$ cat src/rtl/core/brl_pkg.sv
// ----------------------------------------------------------------------------
// Battery range learner package
// Shared types, constants and state codes for the range learner.
// ----------------------------------------------------------------------------
package brl_pkg;

    localparam int SLOT_COUNT_DEF = 10;
    localparam int RATE_FRAC_DEF  = 12;

    localparam logic [2:0] REG_INITIAL_RATE = 3'd0;
    localparam logic [2:0] REG_RATE_FLOOR   = 3'd1;
    localparam logic [2:0] REG_RATE_CEILING = 3'd2;
    localparam logic [2:0] REG_LEARN_WEIGHT = 3'd3;
    localparam logic [2:0] REG_DISCH_WEIGHT = 3'd4;

    localparam logic [31:0] MIDRIDE_MS = 32'd1800000;

    typedef struct packed {
        logic [6:0]  charge_pct;
        logic [28:0] odometer_ckm;
        logic [15:0] ride_seconds;
        logic [31:0] trip_len;
        logic [31:0] clock_ms;
    } brl_in_t;

    typedef struct packed {
        logic [15:0] learned_rate;
        logic [14:0] range_estimate;
        logic        write_request;
        logic [15:0] record_seq;
        logic [3:0]  record_slot;
        logic [6:0]  record_charge;
        logic [31:0] record_odometer_m;
    } brl_out_t;

    typedef enum logic [3:0] {
        ST_IDLE,
        ST_PREP,
        ST_LDIV,
        ST_LBLEND,
        ST_DPREP,
        ST_DDIV,
        ST_DBLEND,
        ST_FINISH,
        ST_OUT
    } brl_state_t;

    typedef struct packed {
        logic load;
        logic prep;
        logic ldiv_start;
        logic div_step;
        logic lblend;
        logic ddiv_start;
        logic dblend;
        logic finish;
        logic emit;
    } brl_cmd_t;

    typedef struct packed {
        logic learn_go;
        logic disch_go;
        logic div_done;
    } brl_stat_t;

endpackage

$ cat src/rtl/core/brl_ctrl.sv
// ----------------------------------------------------------------------------
// Range learner controller
// Sequences one tick through the window test, divisions, blends and output.
// ----------------------------------------------------------------------------
module brl_ctrl
    import brl_pkg::*;
(
    input  logic      clk,
    input  logic      rst_n,
    input  logic      in_fire,
    input  logic      out_busy,
    input  brl_stat_t stat,
    output logic      idle,
    output brl_cmd_t  cmd
);

    brl_state_t state_reg, state_next;

    always_ff @(posedge clk or negedge rst_n)
    begin
        if (!rst_n)
        begin
            state_reg <= ST_IDLE;
        end
        else
        begin
            state_reg <= state_next;
        end
    end

    always_comb
    begin
        state_next = state_reg;
        cmd = '0;
        idle = 1'b0;
        unique case (state_reg)
            ST_IDLE:
            begin
                idle = 1'b1;
                if (in_fire)
                begin
                    cmd.load = 1'b1;
                    state_next = ST_PREP;
                end
            end
            ST_PREP:
            begin
                cmd.prep = 1'b1;
                state_next = ST_DPREP;
                if (stat.learn_go)
                begin
                    cmd.ldiv_start = 1'b1;
                    state_next = ST_LDIV;
                end
            end
            ST_LDIV:
            begin
                cmd.div_step = 1'b1;
                if (stat.div_done)
                begin
                    state_next = ST_LBLEND;
                end
            end
            ST_LBLEND:
            begin
                cmd.lblend = 1'b1;
                state_next = ST_DPREP;
            end
            ST_DPREP:
            begin
                state_next = ST_FINISH;
                if (stat.disch_go)
                begin
                    cmd.ddiv_start = 1'b1;
                    state_next = ST_DDIV;
                end
            end
            ST_DDIV:
            begin
                cmd.div_step = 1'b1;
                if (stat.div_done)
                begin
                    state_next = ST_DBLEND;
                end
            end
            ST_DBLEND:
            begin
                cmd.dblend = 1'b1;
                state_next = ST_FINISH;
            end
            ST_FINISH:
            begin
                cmd.finish = 1'b1;
                state_next = ST_OUT;
            end
            ST_OUT:
            begin
                if (!out_busy)
                begin
                    cmd.emit = 1'b1;
                    state_next = ST_IDLE;
                end
            end
            default:
            begin
                state_next = ST_IDLE;
            end
        endcase
    end

    property p_div_only_in_div;
        @(posedge clk) disable iff (!rst_n)
            cmd.div_step |-> (state_reg == ST_LDIV || state_reg == ST_DDIV);
    endproperty
    a_div_only_in_div: assert property (p_div_only_in_div)
        else $error("Divider stepped outside a divide state.");

    property p_load_from_idle;
        @(posedge clk) disable iff (!rst_n)
            in_fire |-> state_reg == ST_IDLE;
    endproperty
    a_load_from_idle: assert property (p_load_from_idle)
        else $error("Word accepted while busy.");

    property p_emit_returns_idle;
        @(posedge clk) disable iff (!rst_n)
            cmd.emit |=> state_reg == ST_IDLE;
    endproperty
    a_emit_returns_idle: assert property (p_emit_returns_idle)
        else $error("Controller did not return to idle after emit.");

endmodule

$ cat config.mk
export PLATFORM = sky130hd
export DESIGN_NAME = brl_ctrl
export DESIGN_NICKNAME = d
export VERILOG_FILES = /design/src/rtl/core/brl_pkg.sv /design/src/rtl/core/brl_ctrl.sv
export SDC_FILE = /design/constraint.sdc
export NUM_CORES = 1
export LEC_CHECK = 0
export BUFFER_PORTS_ARGS = -buffer_cell sky130_fd_sc_hd__buf_2
export CORE_AREA = 2 2 39 41
export DETAILED_ROUTE_END_ITERATION = 10
export DIE_AREA = 0 0 41 43
export GPL_ROUTABILITY_DRIVEN = 0
export SLEW_MARGIN = 10
export SYNTH_ARGS = -nofsm -noshare
export SYNTH_HDL_FRONTEND = slang
export SYNTH_SLANG_ARGS = --single-unit
export TNS_END_PERCENT = 20
$ cat constraint.sdc
create_clock -name clk -period 1.1 [get_ports clk]
set_input_delay 0.11 -clock clk [delete_from_list [all_inputs] [get_ports clk]]
set_output_delay 0.11 -clock clk [all_outputs]
set_load 0.1 [all_outputs]
==> reports/results.ini <==
[die]
die_height_um = 43
die_area_um2 = 1760
coreArea_um2 = 1380
die_x_um = 41
io_pins = 17
start_util_pct = 24.4
row_count = 14

[timing]
rsz0062_at_grt = true
post-route-period-util_pct = 135
fmax_mhz = 671
fin_crit_ps = 1490
max_slew.worst_pin.slew_ps = 271
setup_viol = 13
setup_ws_ps = -390
hold_viol = 0
slew_headroom_pct = 81.8
skew_ps = 6.48
slew_viol_final = 0

[clocking]
h-tree-depth = 1
cts_tree = yes
clkTransAtPathRegs_ps = 40
clock-sinks = 4
numCtsBuffers = 3
clk_path_buf_depth = 2
clk_latency_ps = 240
cts_root_buf = clkbuf_4

[grt]
antenna_found_initial = 0
grt_pass1_vias = 438
grt_max_degree = 9
grt_pass1_wl_um = 1930
grt_use_total_pct = 17.3
grt-ovfl-total = 0

[worst_setup_path]
reg2reg_depth = 5
r2r_setup_slack_ps = -70
crit_fanout = 6
crit_path_end = cmd[0]
worstSetupPathType = reg2out
end_kind = output pin
critPathLaunch = state_reg[0]$_DFFE_PN0P_
r2r-start = state_reg[1]$_DFFE_PN0P_
crit_path_top_delay_cell = dfrtp_2
critical_path_arrival_ps = 1380
r2r_end = state_reg[2]$_DFFE_PN0P_
critPathRequiredTime_ps = 990
max_stage_delay_ps = 450
cp_cell_sequence = buf_6 > nor2_2 > and4bb_2 > buf_12
cp-start-kind = flop

[place]
dpl.hpwl_um = 768
io_buffers = 16
postPlaceCellArea_um2 = 711

[run]
cap_viol_max_count = 0

[final_layout]
design_area_um2 = 817
largest_register_ffs = 4
finalNetCount = 78
drive_gt1_share_pct = 76.8
syn_to_final_growth_pct = 142
fin_util_pct = 59.0
n_antenna_cell = 0

[synthesis]
synth_area_um2 = 338
synth.distinct_cells = 25
ys_seq_elements = 4
yosys_warnings = 0
synth_top_area_share_pct = 29.6
ys_seq_area_share_pct = 29.6
post_synth_most_frequent_cells = dfrtp_1, nor2_1, a21oi_1, inv_1, nand2b_1
synth-edff-count = 0
async_flop_share_pct = 100
syn-mean-instance-area_um2 = 8.45
synthCells = 40
yosysTopAreaCell = dfrtp_1
synthTopCellsByArea = dfrtp_1, nand2b_1, o32ai_2
syn_nets = 47
synth_ff_type = dfrtp_1

[status]
status = complete, but fails checks
violations = negative setup slack

[route]
wirelength_um = 1120
vias = 418
drt-pass1-iter-count = 2
wl_per_cell_um = 13.2
route.detailed.drc = 0
ant_nets = 0
drt_iter0_drc = 3
via_per_inst = 4.92

[worst_hold_path]
hp-class = in2reg

-- what timing repair did --
item                                    CTS  global route
pin swaps                                 7             1
gates resized for setup                  15             3
hold buffers                              1             0
hold endpoints to repair                  4             0
endpoints found under the setup margin   13            13
setup buffers                             1             0
-- cell families (layout without fill, tap and decap cells) --
group,count (synthesis),in the layout,share of synthesized area (%)
and+or+nand+nor,18,18,33.7
buffers and inverters,8,37,13.0
AOI/OAI and AO/OA,9,9,20.7
DFF,4,4,29.6
muxes,1,1,2.96
-- critical path, delay by kind of cell (launching register included) --
| family | cells | cell delay, ps |
|---|---|---|
| buf+inv | 2 | 340 |
| flops | 1 | 450 |
| simple gates | 2 | 360 |
-- through the flow --
step                      hold slack [ps]  std cells  setup TNS (ps)  worst slack [ps]
after floorplan                      -186         40           -7920             -1170
after global placement              -85.6         80           -1550              -195
after detailed placement            -82.7         80           -1670              -196
after CTS                             193         85           -3830              -406
after global routing                  225         85           -4480              -450
final                                 196         85           -3740              -390
-- metal layers --
layer | wire (µm) | global-route usage (%) | vias to the layer above
li1 | - | - | 206
met1 | 416 | 18.6 | 196
met2 | 635 | 27.5 | 14
met3 | 54 | 4.71 | 2
met4 | 14 | 12.0 | 0
met5 | 0 | 0 | -
-- final cells by class --
| cell class | count | area [µm²] |
|---|---|---|
| fillers | 109 | 567 |
| repair buffers | 30 | 365 |
| multi-input cells | 28 | 292 |
| flip-flops and latches | 4 | 103 |
| clock buffers | 3 | 22.5 |
| well taps | 16 | 20.0 |
| inverters | 4 | 15.0 |
-- worst min-delay path by stage --
stage / from / endpoint / slack (ps) / cells past startpoint
2_1_floorplan: rst_n / state_reg[0]$_DFFE_PN0P_ / -190 / 0
3_3_place_gp: rst_n / state_reg[3]$_DFFE_PN0P_ / -90 / 1
3_5_place_dp: rst_n / state_reg[1]$_DFFE_PN0P_ / -80 / 1
4_1_cts: out_busy / state_reg[3]$_DFFE_PN0P_ / 190 / 3
5_1_grt: out_busy / state_reg[3]$_DFFE_PN0P_ / 220 / 3
6_report: out_busy / state_reg[3]$_DFFE_PN0P_ / 200 / 3
-- layout by cell type (no fill, tap or decap), types with 2 or more instances in the layout --
cell type  count
buf_12        11
buf_4          8
buf_2          6
buf_6          4
inv_1          3
clkbuf_4       3
nand2b_4       2
and2_4         2
nor2_2         2
nor4_4         2
a21oi_1        2
o32ai_2        2
dfrtp_2        2
dfrtp_1        2
Power is not shown: default switching activity piles up to over one toggle a cycle in this logic, so the estimate is an artifact.
